===== config.mk =====
export PLATFORM = sky130hd
export DESIGN_NAME = line_sensor_position
export DESIGN_NICKNAME = d
export VERILOG_FILES = /design/src/design/lsp_pkg.sv /design/src/design/lsp_div.sv /design/src/design/lsp_dp.sv /design/src/design/lsp_ctrl.sv /design/src/design/line_sensor_position.sv
export SDC_FILE = /design/constraint.sdc
export NUM_CORES = 1
export LEC_CHECK = 0
export BUFFER_PORTS_ARGS = -buffer_cell sky130_fd_sc_hd__clkbuf_2
export CORE_MARGIN = 10
export CORE_UTILIZATION = 36
export DETAILED_ROUTE_END_ITERATION = 10
export PLACE_DENSITY_LB_ADDON = 0.1
export SLEW_MARGIN = 20
export SYNTH_ARGS = -nofsm -noshare
export SYNTH_HDL_FRONTEND = slang
export SYNTH_SLANG_ARGS = --single-unit

===== constraint.sdc =====
create_clock -name clk -period 11.46 [get_ports clk]
set_input_delay 1.719 -clock clk [delete_from_list [all_inputs] [get_ports clk]]
set_output_delay 1.719 -clock clk [all_outputs]
set_load 0.01 [all_outputs]

===== src/design/lsp_pkg.sv =====
// shared types, widths and codes for the line sensor position block
package lsp_pkg;

  localparam int DEF_SAMPLE_BITS   = 12;
  localparam int DEF_FRACTION_BITS = 8;

  localparam int LEVEL_W = 10;
  localparam logic [LEVEL_W-1:0] LEVEL_FULL = 10'd1000;
  localparam int SUM_W   = 12;
  localparam int POS_W   = 19;
  localparam int GAIN_W  = 10;
  localparam int THR_W   = 12;
  localparam int LOST_W  = 18;

  localparam logic [POS_W-1:0] Q_LIMIT = POS_W'(1) << (POS_W - 1);
  localparam logic [POS_W-1:0] POS_MAX = Q_LIMIT - POS_W'(1);

  localparam int OUT_DATA_W = ((POS_W + 3 * LEVEL_W + 7) / 8) * 8;

  localparam int CFG_IDX_W  = 2;
  localparam int CFG_DATA_W = 18;

  typedef enum logic [CFG_IDX_W-1:0] {
    REG_POSITION_GAIN  = 2'd0,
    REG_LINE_THRESHOLD = 2'd1,
    REG_LOST_DRIVE     = 2'd2
  } cfg_reg_t;

  typedef enum logic [1:0] {
    DIR_ZERO = 2'b00,
    DIR_POS  = 2'b01,
    DIR_NEG  = 2'b11
  } dir_t;

  localparam int CHAN_N = 3;
  localparam int CHAN_W = 2;
  typedef logic [CHAN_W-1:0] chan_t;
  localparam chan_t LAST_CH = chan_t'(CHAN_N - 1);

  typedef enum logic [3:0] {
    S_IDLE,
    S_CAL,
    S_PREP,
    S_DIV,
    S_DWAIT,
    S_SUM,
    S_PPREP,
    S_PCHK,
    S_PWAIT,
    S_OUT
  } state_t;

  typedef struct packed {
    logic  load_in;
    logic  cal;
    logic  prep_scale;
    logic  div_start_scale;
    logic  level_wr;
    logic  sum;
    logic  prep_pos;
    logic  div_start_pos;
    logic  out_load;
    chan_t ch;
  } cmd_t;

  typedef struct packed {
    logic scale_byp;
    logic pos_byp;
    logic div_busy;
    logic out_free;
  } stat_t;

endpackage


===== src/design/lsp_div.sv =====
// shared restoring divider, one quotient bit per cycle
module lsp_div #(
  parameter int NUM_W = 28,
  parameter int DEN_W = 12
) (
  input  logic                       clk,
  input  logic                       rst,
  input  logic                       start,
  input  logic                       short_mode,
  input  logic [NUM_W-1:0]           num,
  input  logic [DEN_W-1:0]           den,
  output logic                       busy,
  output logic [lsp_pkg::POS_W-1:0]  quot
);
  import lsp_pkg::*;

  localparam int CNT_W = $clog2(POS_W + 1);

  logic [DEN_W-1:0] rem;
  logic [NUM_W-1:0] low;
  logic [DEN_W-1:0] dsr;
  logic [CNT_W-1:0] cnt;
  logic [DEN_W:0]   trial;
  logic [DEN_W:0]   trial_sub;
  logic             fits;

  assign trial     = {rem, low[NUM_W-1]};
  assign fits      = trial >= {1'b0, dsr};
  assign trial_sub = trial - {1'b0, dsr};

  always_ff @(posedge clk) begin
    if (rst) begin
      busy <= 1'b0;
      cnt  <= '0;
    end else if (start) begin
      busy <= 1'b1;
      cnt  <= short_mode ? CNT_W'(LEVEL_W) : CNT_W'(POS_W);
    end else if (busy) begin
      cnt <= cnt - CNT_W'(1);
      if (cnt == CNT_W'(1)) begin
        busy <= 1'b0;
      end
    end
  end

  // quotient is known to fit, so the top bits seed the remainder
  always_ff @(posedge clk) begin
    if (start) begin
      dsr  <= den;
      quot <= '0;
      if (short_mode) begin
        rem <= DEN_W'(num >> LEVEL_W);
        low <= num << (NUM_W - LEVEL_W);
      end else begin
        rem <= DEN_W'(num >> POS_W);
        low <= num << (NUM_W - POS_W);
      end
    end else if (busy) begin
      rem  <= fits ? trial_sub[DEN_W-1:0] : trial[DEN_W-1:0];
      low  <= low << 1;
      quot <= {quot[POS_W-2:0], fits};
    end
  end

endmodule


===== src/design/lsp_dp.sv =====
// datapath: marks, levels, config registers, position math and result register
module lsp_dp #(
  parameter int SAMPLE_BITS   = lsp_pkg::DEF_SAMPLE_BITS,
  parameter int FRACTION_BITS = lsp_pkg::DEF_FRACTION_BITS
) (
  input  logic                               clk,
  input  logic                               rst,
  input  lsp_pkg::cmd_t                      cmd,
  output lsp_pkg::stat_t                     stat,
  input  logic [SAMPLE_BITS-1:0]             in_left,
  input  logic [SAMPLE_BITS-1:0]             in_center,
  input  logic [SAMPLE_BITS-1:0]             in_right,
  input  logic                               cfg_wr,
  input  logic [lsp_pkg::CFG_IDX_W-1:0]      cfg_index,
  input  logic [lsp_pkg::CFG_DATA_W-1:0]     cfg_data,
  output logic                               out_valid,
  input  logic                               out_ready,
  output logic signed [lsp_pkg::POS_W-1:0]   out_position,
  output logic                               out_present,
  output logic [lsp_pkg::LEVEL_W-1:0]        out_left,
  output logic [lsp_pkg::LEVEL_W-1:0]        out_center,
  output logic [lsp_pkg::LEVEL_W-1:0]        out_right
);
  import lsp_pkg::*;

  localparam int SNUM_W = SAMPLE_BITS + LEVEL_W;
  localparam int PROD_W = GAIN_W + LEVEL_W;
  localparam int PNUM_W = PROD_W + FRACTION_BITS;
  localparam int NUM_W  = (SNUM_W > PNUM_W) ? SNUM_W : PNUM_W;
  localparam int DEN_W  = (SAMPLE_BITS > SUM_W) ? SAMPLE_BITS : SUM_W;

  logic [SAMPLE_BITS-1:0] raw       [CHAN_N];
  logic [SAMPLE_BITS-1:0] low_mark  [CHAN_N];
  logic [SAMPLE_BITS-1:0] high_mark [CHAN_N];
  logic [LEVEL_W-1:0]     level     [CHAN_N];

  logic [GAIN_W-1:0] gain;
  logic [THR_W-1:0]  thr;
  logic [LOST_W-1:0] lost;

  logic [NUM_W-1:0]   num_reg;
  logic [DEN_W-1:0]   den_reg;
  logic               byp;
  logic [LEVEL_W-1:0] byp_val;
  logic [SUM_W-1:0]   total;
  logic               present;
  logic               neg;
  logic               pos_zero;
  dir_t               last_dir;

  logic [SAMPLE_BITS-1:0] v_sel, lo_sel, hi_sel;
  logic [SUM_W-1:0]       level_sum;
  logic [LEVEL_W-1:0]     ldiff;
  logic                   ldiff_neg;
  logic [PROD_W-1:0]      prod;
  logic                   ovf;
  logic                   div_busy;
  logic [POS_W-1:0]       quot;
  logic [POS_W-1:0]       qc;
  logic signed [POS_W-1:0] pos_calc;

  assign v_sel  = raw[cmd.ch];
  assign lo_sel = low_mark[cmd.ch];
  assign hi_sel = high_mark[cmd.ch];

  assign level_sum = SUM_W'(level[0]) + SUM_W'(level[1]) + SUM_W'(level[2]);
  assign ldiff_neg = level[0] > level[2];
  assign ldiff     = ldiff_neg ? (level[0] - level[2]) : (level[2] - level[0]);
  assign prod      = PROD_W'(gain) * PROD_W'(ldiff);

  // quotient would reach 2^POS_W or more
  assign ovf = (num_reg >> POS_W) >= NUM_W'(den_reg);

  assign stat.scale_byp = byp;
  assign stat.pos_byp   = !present || pos_zero || ovf;
  assign stat.div_busy  = div_busy;
  assign stat.out_free  = !out_valid || out_ready;

  lsp_div #(
    .NUM_W (NUM_W),
    .DEN_W (DEN_W)
  ) u_div (
    .clk        (clk),
    .rst        (rst),
    .start      (cmd.div_start_scale || cmd.div_start_pos),
    .short_mode (cmd.div_start_scale),
    .num        (num_reg),
    .den        (den_reg),
    .busy       (div_busy),
    .quot       (quot)
  );

  always_comb begin
    qc = (ovf || quot > Q_LIMIT) ? Q_LIMIT : quot;
    if (!present) begin
      case (last_dir)
        DIR_POS: pos_calc = POS_W'(lost);
        DIR_NEG: pos_calc = -POS_W'(lost);
        default: pos_calc = '0;
      endcase
    end else if (pos_zero) begin
      pos_calc = '0;
    end else if (neg) begin
      pos_calc = -qc;
    end else begin
      pos_calc = (qc == Q_LIMIT) ? POS_MAX : qc;
    end
  end

  // config registers, marks, direction and result valid
  always_ff @(posedge clk) begin
    if (rst) begin
      gain      <= GAIN_W'(1);
      thr       <= THR_W'(200);
      lost      <= LOST_W'(256);
      last_dir  <= DIR_ZERO;
      out_valid <= 1'b0;
      for (int i = 0; i < CHAN_N; i++) begin
        low_mark[i]  <= '1;
        high_mark[i] <= '0;
      end
    end else begin
      if (cfg_wr) begin
        case (cfg_index)
          REG_POSITION_GAIN:  gain <= cfg_data[GAIN_W-1:0];
          REG_LINE_THRESHOLD: thr  <= cfg_data[THR_W-1:0];
          REG_LOST_DRIVE:     lost <= cfg_data[LOST_W-1:0];
          default: ;
        endcase
      end
      if (cmd.cal) begin
        for (int i = 0; i < CHAN_N; i++) begin
          if (raw[i] < low_mark[i]) low_mark[i] <= raw[i];
          if (raw[i] > high_mark[i]) high_mark[i] <= raw[i];
        end
      end
      if (cmd.out_load) begin
        out_valid <= 1'b1;
        if (present) begin
          if (pos_zero) last_dir <= DIR_ZERO;
          else if (neg) last_dir <= DIR_NEG;
          else          last_dir <= DIR_POS;
        end
      end else if (out_ready) begin
        out_valid <= 1'b0;
      end
    end
  end

  always_ff @(posedge clk) begin
    if (cmd.load_in) begin
      raw[0] <= in_left;
      raw[1] <= in_center;
      raw[2] <= in_right;
    end
    if (cmd.prep_scale) begin
      byp     <= (hi_sel <= lo_sel) || (v_sel < lo_sel) || (v_sel > hi_sel);
      byp_val <= ((hi_sel > lo_sel) && (v_sel > hi_sel)) ? LEVEL_FULL : '0;
      num_reg <= NUM_W'(SNUM_W'(v_sel - lo_sel) * SNUM_W'(LEVEL_FULL));
      den_reg <= DEN_W'(hi_sel - lo_sel);
    end
    if (cmd.level_wr) begin
      level[cmd.ch] <= byp ? byp_val : quot[LEVEL_W-1:0];
    end
    if (cmd.sum) begin
      total   <= level_sum;
      present <= level_sum >= thr;
    end
    if (cmd.prep_pos) begin
      neg      <= ldiff_neg;
      num_reg  <= NUM_W'({prod, {FRACTION_BITS{1'b0}}});
      den_reg  <= DEN_W'(total);
      pos_zero <= (ldiff == '0) || (gain == '0) || (total == '0);
    end
    if (cmd.out_load) begin
      out_position <= pos_calc;
      out_present  <= present;
      out_left     <= level[0];
      out_center   <= level[1];
      out_right    <= level[2];
    end
  end

endmodule


===== src/design/lsp_ctrl.sv =====
// controller state machine sequencing calibration and reads
module lsp_ctrl (
  input  logic           clk,
  input  logic           rst,
  input  logic           in_valid,
  input  logic           in_func,
  input  lsp_pkg::stat_t stat,
  output logic           in_ready,
  output lsp_pkg::cmd_t  cmd
);
  import lsp_pkg::*;

  state_t state, state_next;
  chan_t  ch, ch_next;

  always_ff @(posedge clk) begin
    if (rst) begin
      state <= S_IDLE;
      ch    <= '0;
    end else begin
      state <= state_next;
      ch    <= ch_next;
    end
  end

  always_comb begin
    state_next = state;
    ch_next    = ch;
    case (state)
      S_IDLE: begin
        if (in_valid) begin
          state_next = in_func ? S_PREP : S_CAL;
          ch_next    = '0;
        end
      end
      S_CAL:  state_next = S_IDLE;
      S_PREP: state_next = S_DIV;
      S_DIV: begin
        if (stat.scale_byp) begin
          if (ch == LAST_CH) begin
            state_next = S_SUM;
          end else begin
            ch_next    = ch + chan_t'(1);
            state_next = S_PREP;
          end
        end else begin
          state_next = S_DWAIT;
        end
      end
      S_DWAIT: begin
        if (!stat.div_busy) begin
          if (ch == LAST_CH) begin
            state_next = S_SUM;
          end else begin
            ch_next    = ch + chan_t'(1);
            state_next = S_PREP;
          end
        end
      end
      S_SUM:   state_next = S_PPREP;
      S_PPREP: state_next = S_PCHK;
      S_PCHK:  state_next = stat.pos_byp ? S_OUT : S_PWAIT;
      S_PWAIT: if (!stat.div_busy) state_next = S_OUT;
      S_OUT:   if (stat.out_free) state_next = S_IDLE;
      default: state_next = S_IDLE;
    endcase
  end

  always_comb begin
    cmd      = '0;
    cmd.ch   = ch;
    in_ready = 1'b0;
    case (state)
      S_IDLE: begin
        in_ready    = 1'b1;
        cmd.load_in = in_valid;
      end
      S_CAL:   cmd.cal = 1'b1;
      S_PREP:  cmd.prep_scale = 1'b1;
      S_DIV: begin
        cmd.level_wr        = stat.scale_byp;
        cmd.div_start_scale = !stat.scale_byp;
      end
      S_DWAIT: cmd.level_wr = !stat.div_busy;
      S_SUM:   cmd.sum = 1'b1;
      S_PPREP: cmd.prep_pos = 1'b1;
      S_PCHK:  cmd.div_start_pos = !stat.pos_byp;
      S_PWAIT: ;
      S_OUT:   cmd.out_load = stat.out_free;
      default: ;
    endcase
  end

endmodule


===== src/design/line_sensor_position.sv =====
// top level of the three-channel calibrated reflectance line locator
module line_sensor_position #(
  parameter int SAMPLE_BITS   = lsp_pkg::DEF_SAMPLE_BITS,
  parameter int FRACTION_BITS = lsp_pkg::DEF_FRACTION_BITS
) (
  input  logic                                    clk,
  input  logic                                    rst,
  // input stream
  input  logic                                    s_axis_tvalid,
  output logic                                    s_axis_tready,
  // left_raw, center_raw, right_raw, zero padding
  input  logic [((3*SAMPLE_BITS+7)/8)*8-1:0]      s_axis_tdata,
  // func: 0 calibrate, 1 read
  input  logic                                    s_axis_tuser,
  // result stream
  output logic                                    m_axis_tvalid,
  input  logic                                    m_axis_tready,
  // position, left_level, center_level, right_level, zero padding
  output logic [lsp_pkg::OUT_DATA_W-1:0]          m_axis_tdata,
  // line_present
  output logic                                    m_axis_tuser,
  // register writes
  input  logic                                    cfg_valid,
  output logic                                    cfg_ready,
  input  logic [lsp_pkg::CFG_IDX_W-1:0]           cfg_index,
  input  logic [lsp_pkg::CFG_DATA_W-1:0]          cfg_data
);
  // Each transaction on the input stream carries three raw samples and a func
  // bit. A calibrate transaction (func 0) widens the per-channel min/max marks
  // and gives no result. A read transaction (func 1) scales each sample to
  // 0..1000 against its marks, sums the levels and, when the sum reaches
  // line_threshold, forms position = gain*(right-left)*2^FRACTION_BITS / sum
  // truncated toward zero, saturated to 19 bits signed; otherwise it gives the
  // remembered direction times lost_drive. One shared restoring divider makes
  // one quotient bit a cycle, 10 steps for each of the three levels and 19 for
  // the position, and the next transaction is accepted only after the read has
  // loaded its result. Channels whose level is fixed by the marks and lost-line
  // reads skip the divider and finish sooner. A waiting result sits in an
  // output register, so the next transaction is accepted while it waits; a
  // read that finishes before that result is taken holds in its last step
  // until it is. Register writes are taken at once.
  import lsp_pkg::*;

  cmd_t  cmd;
  stat_t stat;

  logic signed [POS_W-1:0] position;
  logic [LEVEL_W-1:0]      left_level;
  logic [LEVEL_W-1:0]      center_level;
  logic [LEVEL_W-1:0]      right_level;
  logic                    line_present;

  // writes are always taken
  assign cfg_ready = 1'b1;

  lsp_ctrl u_ctrl (
    .clk      (clk),
    .rst      (rst),
    .in_valid (s_axis_tvalid),
    .in_func  (s_axis_tuser),
    .stat     (stat),
    .in_ready (s_axis_tready),
    .cmd      (cmd)
  );

  lsp_dp #(
    .SAMPLE_BITS   (SAMPLE_BITS),
    .FRACTION_BITS (FRACTION_BITS)
  ) u_dp (
    .clk          (clk),
    .rst          (rst),
    .cmd          (cmd),
    .stat         (stat),
    .in_left      (s_axis_tdata[SAMPLE_BITS-1:0]),
    .in_center    (s_axis_tdata[2*SAMPLE_BITS-1:SAMPLE_BITS]),
    .in_right     (s_axis_tdata[3*SAMPLE_BITS-1:2*SAMPLE_BITS]),
    .cfg_wr       (cfg_valid && cfg_ready),
    .cfg_index    (cfg_index),
    .cfg_data     (cfg_data),
    .out_valid    (m_axis_tvalid),
    .out_ready    (m_axis_tready),
    .out_position (position),
    .out_present  (line_present),
    .out_left     (left_level),
    .out_center   (center_level),
    .out_right    (right_level)
  );

  // pack result fields from the lowest bit up
  assign m_axis_tdata = OUT_DATA_W'({right_level, center_level, left_level, position});
  assign m_axis_tuser = line_present;

  // scaled levels never pass full scale
  a_level_range: assert property (@(posedge clk) disable iff (rst)
    m_axis_tvalid |-> (left_level <= LEVEL_FULL) && (center_level <= LEVEL_FULL)
                      && (right_level <= LEVEL_FULL))
    else $error("level above full scale");

  // balanced outer channels with a line give a centered position
  a_balanced_zero: assert property (@(posedge clk) disable iff (rst)
    m_axis_tvalid && line_present && (left_level == right_level) |-> position == 0)
    else $error("balanced reading gave nonzero position");

  // position sign follows the stronger outer channel
  a_sign_right: assert property (@(posedge clk) disable iff (rst)
    m_axis_tvalid && line_present && (right_level > left_level) |-> position >= 0)
    else $error("right-heavy reading gave negative position");

  a_sign_left: assert property (@(posedge clk) disable iff (rst)
    m_axis_tvalid && line_present && (left_level > right_level) |-> position <= 0)
    else $error("left-heavy reading gave positive position");

endmodule

==> metrics.md, run 1 <==
| Metric | Value |
|---|---|
| Outcome | `complete, no violations` |
| Sequential share of power | `0.264` |
| Remaining DRCs | `0` |
| CP startpoint kind | `flop` |
| Top post-synthesis cells by area | `edfxtp_1 32%, ha_1 13%, fa_1 8.7%, dfxtp_1 6.2%, inv_1 4.7%` |
| DRT iter0 DRCs | `between 1000 and 1500` |
| Post-CTS sizing | `0` |
| CTS sink count | `around 360` |
| Count of pins over their slew limit | `0` |
| Top-count cell post-synth | `inv_1` |
| Min cycle time layout | `between 8 and 9 ns` |
| Pint | `between 3 and 4 mW` |
| Yosys Warn Count | `0` |
| Clock skew | `between 0.02 and 0.025 ns` |
| Core area | `just over 0.07 mm2` |
| TritonCTS clock tree | `done` |
| Critical path type | `reg -> reg` |
| Htree depth | `2` |
| Pwr dens | `between 200 and 250 mW/mm2` |
| Library cells used by synthesis | `between 70 and 80` |
| Post-synth EDFFs | `approximately 280` |
| Setup WS pre-CTS | `2.53 ns` |
| CP max-delay cell | `o311ai_0` |
| Vias in the first global route | `19274` |
| Ys flop type | `edfxtp_1` |
| Netlist Area Pre-Place | `0.0262 mm2` |
| Worst-skew pair later-pin latency | `between 0.5 and 0.6 ns` |
| Hold crit path type | `reg -> reg` |
| Cell mode on critical path | `fa_1` |
| Die area | `0.0839 mm2` |
| Grt total ovfl | `0` |
| WL met2 | `~36000 um` |
| Antenna Cells | `0` |
| Hpwl dp | `55700 um` |
| Clk pwr share | `0.225` |
| Global-route usage over all layers | `0.170` |
| CTS Hold Bufs | `0` |
| Final hold vios | `0` |
| RSZ-0062 raised after global routing | `no` |
| Initial core utilization | `0.365` |
| Synth top cells by count | `326 x inv_1, 280 x ha_1, 277 x edfxtp_1, 214 x nand2_1, 162 x a21oi_1` |
| Post-synth top area share | `0.318` |
| Gpl congestion | `approximately 0.88` |
| Sw Ratio | `0.398` |
| TNS Setup | `0 ns` |
| Slowest stage delay, CP | `about 0.87 ns` |
| Seq cells post-synth | `roughly 360` |
| Max frequency | `roughly 110 MHz` |
| Num CTS Buffers | `43` |
| Tcrit/Tclk final | `0.778` |
| Die width | `290 um` |
| Top Ports | `~130` |
| Critical Path RT | `11.77 ns` |
| Die Y | `290 um` |
| DRT Pass-1 Iters | `5` |
| Top Registers | `u_dp.high_mark x36, u_dp.low_mark x36, u_dp.raw x36` |
| Largest net degree at the start of global routing | `65` |
| Register area share after synthesis | `0.380` |
| Setup repair bufs after CTS | `0` |
| Max VDD drop | `roughly 0.27 mV` |
| Post-route antenna net violation count | `0` |
| Root buffer cell | `clkbuf_16` |
| Top routing layer in use | `met4` |
| First-pass GRT wire length | `112000 um` |
| Syn-to-layout area delta | `10.9%` |
| Vias post-DR | `approximately 19000` |
| Final setup violation count | `0` |
| Standard-cell row count | `98` |
| Crit Path Max Fanout | `11` |
| Area of the multi-input gates | `0.0146 mm2` |
| Leak | `12.6 nW` |
| Avg Cell Area, Syn | `approximately 10 um2` |
| Fill count | `7044` |
| Max Cap Viol | `0` |
| Fin worst setup slack | `roughly 2.5 ns` |
| Post-synthesis cell count | `approximately 2600` |
| Clock tree buffer depth | `3` |
| Combinational share of power | `0.510` |
| Worst-Margin Slew | `1.06 ns` |
| WP data arrival | `between 9 and 10 ns` |
| Routed len/inst | `approximately 19 um` |
| Port buffer count | `around 110` |
| Drt total wl | `between 70000 and 80000 um` |
| NumNets Final | `3165` |
| Rel. slew slack | `0.285` |
| Post-synth top area cell | `edfxtp_1` |
| Initial antenna violation count | `0` |
| Wire length on met3 | `approximately 2800 um` |
| Worst setup EP type | `flop` |
| Reg area | `slightly below 0.01 mm2` |
| M1 WL | `between 30000 and 40000 um` |
| Clock slew at reported path FFs | `approximately 0.06 ns` |
| Layout cells sized above 1 | `0.0807` |
| Post-synth ARST share | `0` |
| DR vias/cell | `slightly above 5` |
| Switch Pwr | `approximately 2.4 mW` |
==> cell type report <==
cell class / count / area share
Clock buffer: 56 / 0.0398
Clock inverter: 21 / 0.00616
Inverter: 327 / 0.0423
Multi-Input combinational cell: 1845 / 0.504
Sequential cell: 358 / 0.343
Tap cell: 950 / 0.0409
Timing Repair Buffer: 130 / 0.0239
==> critical path: cells and delay by family, from the launching register on <==
family / cells / cell delay (ns)
xor gates and xnor gates: 2 / 1.14
DFF: 1 / 0.51
adders and majority gates: 7 / 3.10
buffers and inverters: 5 / 0.46
and+or+nand+nor: 3 / 0.59
AOI/OAI and AO/OA: 10 / 2.86
==> final timing paths <==
| check | from | to | slack, ns | cells after the start |
|---|---|---|---|---|
| setup / recovery | u_dp.level[2][1]$_DFFE_PP_ | u_dp.num_reg[26]$_DFFE_PP_ | 2.55 | 27 |
| hold / removal | u_dp.level[1][9]$_DFFE_PP_ | u_dp.out_center[9]$_DFFE_PP_ | 0.46 | 0 |
| setup reg to reg | u_dp.level[2][1]$_DFFE_PP_ | u_dp.num_reg[26]$_DFFE_PP_ | 2.55 | 27 |
| hold reg to reg | u_dp.level[1][9]$_DFFE_PP_ | u_dp.out_center[9]$_DFFE_PP_ | 0.46 | 0 |
==> routing by layer <==
| layer | up-vias | track usage |
|---|---|---|
| li1 | 9215 | - |
| met2 | 346 | 0.304 |
| met4 | 0 | 0.0504 |
| met5 | - | 0 |
| met3 | 97 | 0.0231 |
| met1 | 9023 | 0.211 |
==> power by group through the flow <==
stage          clock network, mW  registers (mW)  logic (mW)
2_1_floorplan                  0            1.55        2.39
3_3_place_gp                   0            1.59        3.01
3_5_place_dp                   0            1.59        3.02
4_1_cts                     1.37            1.56        3.04
5_1_grt                     1.41            1.57        3.52
6_report                    1.33            1.56        3.02
==> cell families (layout without fill, tap and decap cells) <==
kind of cell | after synthesis | in the layout | synth area share
mux | 86 | 86 | 0.0332
other cells | 2 | 8 | 0.000287
xor+xnor | 113 | 113 | 0.0378
flops | 358 | 358 | 0.380
simple gates | 697 | 697 | 0.133
fa+ha+maj | 394 | 394 | 0.221
compound gates | 547 | 547 | 0.132
buf+inv | 432 | 534 | 0.0635
==> cell usage in the layout (no fill, tap or decap), types with 16 or more instances in the layout <==
master	n
a22oi_1	16
xor2_1	39
a21oi_1	162
nand4_1	23
a21o_1	61
edfxtp_1	277
buf_4	17
nor2_1	138
o21a_1	35
clkbuf_16	43
ha_1	280
nand2b_1	68
nor2b_1	46
nand2_1	214
o22ai_1	23
or3_1	17
xnor2_1	73
fa_1	114
and2_1	96
o21ai_0	117
inv_1	326
mux2i_1	80
dfxtp_1	79
nor3_1	26
clkbuf_2	113
==> stage by stage <==
stage,std cells,hold WS [ns],area (um2),util,power [mW]
finish,3687,0.455,29000,0.405,5.91
global route,3687,0.479,29000,0.405,6.50
CTS,3687,0.456,29000,0.404,5.97
detailed placement,3610,0.443,27700,0.386,4.61
global placement,3610,0.442,27700,0.386,4.59
floorplan,2635,0.426,26200,-,3.93
No activity file was read; power rests on OpenSTA's default activity.
==> run 2: changes to the inputs <==
==> constraint.sdc (replaced) <==
create_clock -name clk -period 7.4 [get_ports clk]
set_input_delay 1.11 -clock clk [delete_from_list [all_inputs] [get_ports clk]]
set_output_delay 1.11 -clock clk [all_outputs]
set_load 0.01 [all_outputs]
==> metrics.md, run 2 (synthesis gave the netlist of run 1 again) <==
| Metric | Value |
|---|---|
| Vias in the first global route | `19883 (+3.2%)` |
| Die area | `0.0839 mm2 (unchanged)` |
| Final setup violation count | `0 (unchanged)` |
| Num CTS Buffers | `45 (+4.7%)` |
| Clock tree buffer depth | `3 (unchanged)` |
| Max VDD drop | `0.507 mV (+86%)` |
| Critical Path RT | `7.69 ns (-4.08 ns)` |
| CTS sink count | `358 (unchanged)` |
| Vias post-DR | `19429 (+4.0%)` |
| Final Util | `0.431 (+0.0263)` |
| DRT Pass-1 Iters | `6 (+1)` |
| TritonCTS clock tree | `done` |
| RSZ-0062 raised after global routing | `yes` |
| Top Registers | `u_dp.high_mark x36, u_dp.low_mark x36, u_dp.raw x36` |
| Count of pins over their slew limit | `0 (unchanged)` |
| Max frequency | `138 MHz (+23%)` |
| Grt total ovfl | `0 (unchanged)` |
| CP max-delay cell | `fa_2` |
| Critical path type | `reg -> reg` |
| Slowest stage delay, CP | `0.57 ns (-0.30 ns)` |
| DR vias/cell | `5.04 (-0.55%)` |
| Tcrit/Tclk final | `0.981 (+0.204)` |
| Largest net degree at the start of global routing | `65 (unchanged)` |
| Syn-to-layout area delta | `18.1%` |
| CP startpoint kind | `flop` |
| Routed len/inst | `18.9 um (-2.6%)` |
| Worst-skew pair later-pin latency | `0.60 ns (about the same)` |
| Top Ports | `126 (unchanged)` |
| Root buffer cell | `clkbuf_16` |
| Fill count | `6960 (-1.2%)` |
| Worst-Margin Slew | `0.980 ns (-0.0837 ns)` |
| Antenna Cells | `0 (unchanged)` |
| Worst setup EP type | `flop` |
| Final hold vios | `0 (unchanged)` |
| DRT iter0 DRCs | `1058 (+2.7%)` |
| Hold crit path type | `reg -> reg` |
| CTS Hold Bufs | `0 (unchanged)` |
| Hpwl dp | `57600 um (+3.3%)` |
| NumNets Final | `3330 (+5.2%)` |
| Leak | `13.6 nW (+7.4%)` |
| Initial core utilization | `0.365 (unchanged)` |
| Standard-cell row count | `98 (unchanged)` |
| Gpl congestion | `0.893 (+0.98%)` |
| Rel. slew slack | `0.346 (+0.0609)` |
| Pwr dens | `321 mW/mm2 (+58%)` |
| Port buffer count | `113 (unchanged)` |
| Commonest non-fill, non-tap cells in the layout | `323 x inv_1, 277 x edfxtp_1, 272 x ha_1` |
| WP data arrival | `7.56 ns (-1.67 ns)` |
| Max Cap Viol | `0 (unchanged)` |
| Die Y | `290 um (unchanged)` |
| Global-route usage over all layers | `0.172 (+0.00191)` |
| Core area | `0.0717 mm2 (unchanged)` |
| Layout cells sized above 1 | `0.158 (+0.0772)` |
| Outcome | `complete, no violations` |
| First-pass GRT wire length | `113000 um (+1.2%)` |
| Post-route antenna net violation count | `0 (unchanged)` |
| Most common cell after layout, fill and taps aside | `inv_1` |
| Crit Path Max Fanout | `4 (-7)` |
| Remaining DRCs | `0 (unchanged)` |
| Htree depth | `2 (unchanged)` |
| Drt total wl | `72900 um (+1.8%)` |
| Die width | `290 um (unchanged)` |
| Clock slew at reported path FFs | `0.06 ns (about the same)` |
| Min cycle time layout | `7.26 ns (-1.65 ns)` |
| Clock skew | `0.0309 ns (+0.00803 ns)` |
| Initial antenna violation count | `3 (+3)` |
| Total Power | `9.93 mW (+68%)` |
[run 2: cell types whose count changed in the layout (fill, tap and decap cells not counted), moves of 5 or more]
cell      previous run  this run
a21oi_2              0        13
clkbuf_1            10         5
buf_4               17       171
mux2i_1             80        73
o21ai_1              5        13
ha_4                 0         6
buf_6                0         5
o21ai_0            117       106
ha_1               280       272
a21oi_1            162       148
[run 2: timing repair]
action / CTS / global route
pin swaps: 17 / 57
setup buffers: 3 / 11
resized for setup: 17 / 88
endpoints found under the setup margin: 10 / 12
[run 2: where the power goes]
group          internal [mW]  total [mW]  leakage [nW]  switching [mW]
clock network           1.31        2.21         0.721           0.909
registers               2.31        2.41          3.17           0.109
logic                   2.52        5.30          9.66            2.78
[run 2: per-stage QoR]
stage / worst slack, ns / cells / setup TNS, ns / hold slack, ns / instance area, um2
final: 0.138 / 3856 / 0 / 0.443 / 30900
after global routing: -0.105 / 3856 / -0.509 / 0.446 / 30900
after CTS: 0.0106 / 3844 / 0 / 0.439 / 30400
after detailed placement: -0.331 / 3758 / -2.54 / 0.449 / 28800
after global placement: -0.323 / 3757 / -2.54 / 0.441 / 28800
after floorplan: -0.0413 / 2635 / -0.0413 / 0.426 / 26200
[run 2: area by class of cell]
type                            instances  area (um2)  area share
Clock buffer                           53        1200      0.0387
Multi-Input combinational cell       1845       15100       0.488
Clock inverter                         30         299     0.00967
Tap cell                              950        1190      0.0385
Inverter                              327        1230      0.0397
Timing Repair Buffer                  293        1980      0.0641
Sequential cell                       358        9950       0.322
[run 2: routing by layer]
layer  wire length (um)  track usage
met5                 13            0
met3               3140       0.0258
met2              36100        0.302
met1              31200        0.211
met4               2430       0.0616
[run 2: path summary, 6_finish.rpt]
check,startpoint,slack (ns),depth (start not counted),end
setup / recovery,u_dp.level[0][0]$_DFFE_PP_,0.14,32,u_dp.num_reg[26]$_DFFE_PP_
hold / removal,u_dp.den_reg[3]$_DFFE_PP_,0.44,0,u_dp.u_div.dsr[3]$_DFFE_PN_
setup reg to reg,u_dp.level[0][0]$_DFFE_PP_,0.14,32,u_dp.num_reg[26]$_DFFE_PP_
hold reg to reg,u_dp.den_reg[3]$_DFFE_PP_,0.44,0,u_dp.u_div.dsr[3]$_DFFE_PN_
[run 2: worst max-delay path: cells and delay by family (launching register included)]
| family | cells | cell delay (ns) |
|---|---|---|
| AOI/OAI and AO/OA | 12 | 2.17 |
| buffers and inverters | 7 | 0.83 |
| adders and majority gates | 8 | 3.02 |
| DFF | 1 | 0.38 |
| xor gates and xnor gates | 1 | 0.16 |
| and+or+nand+nor | 4 | 0.38 |
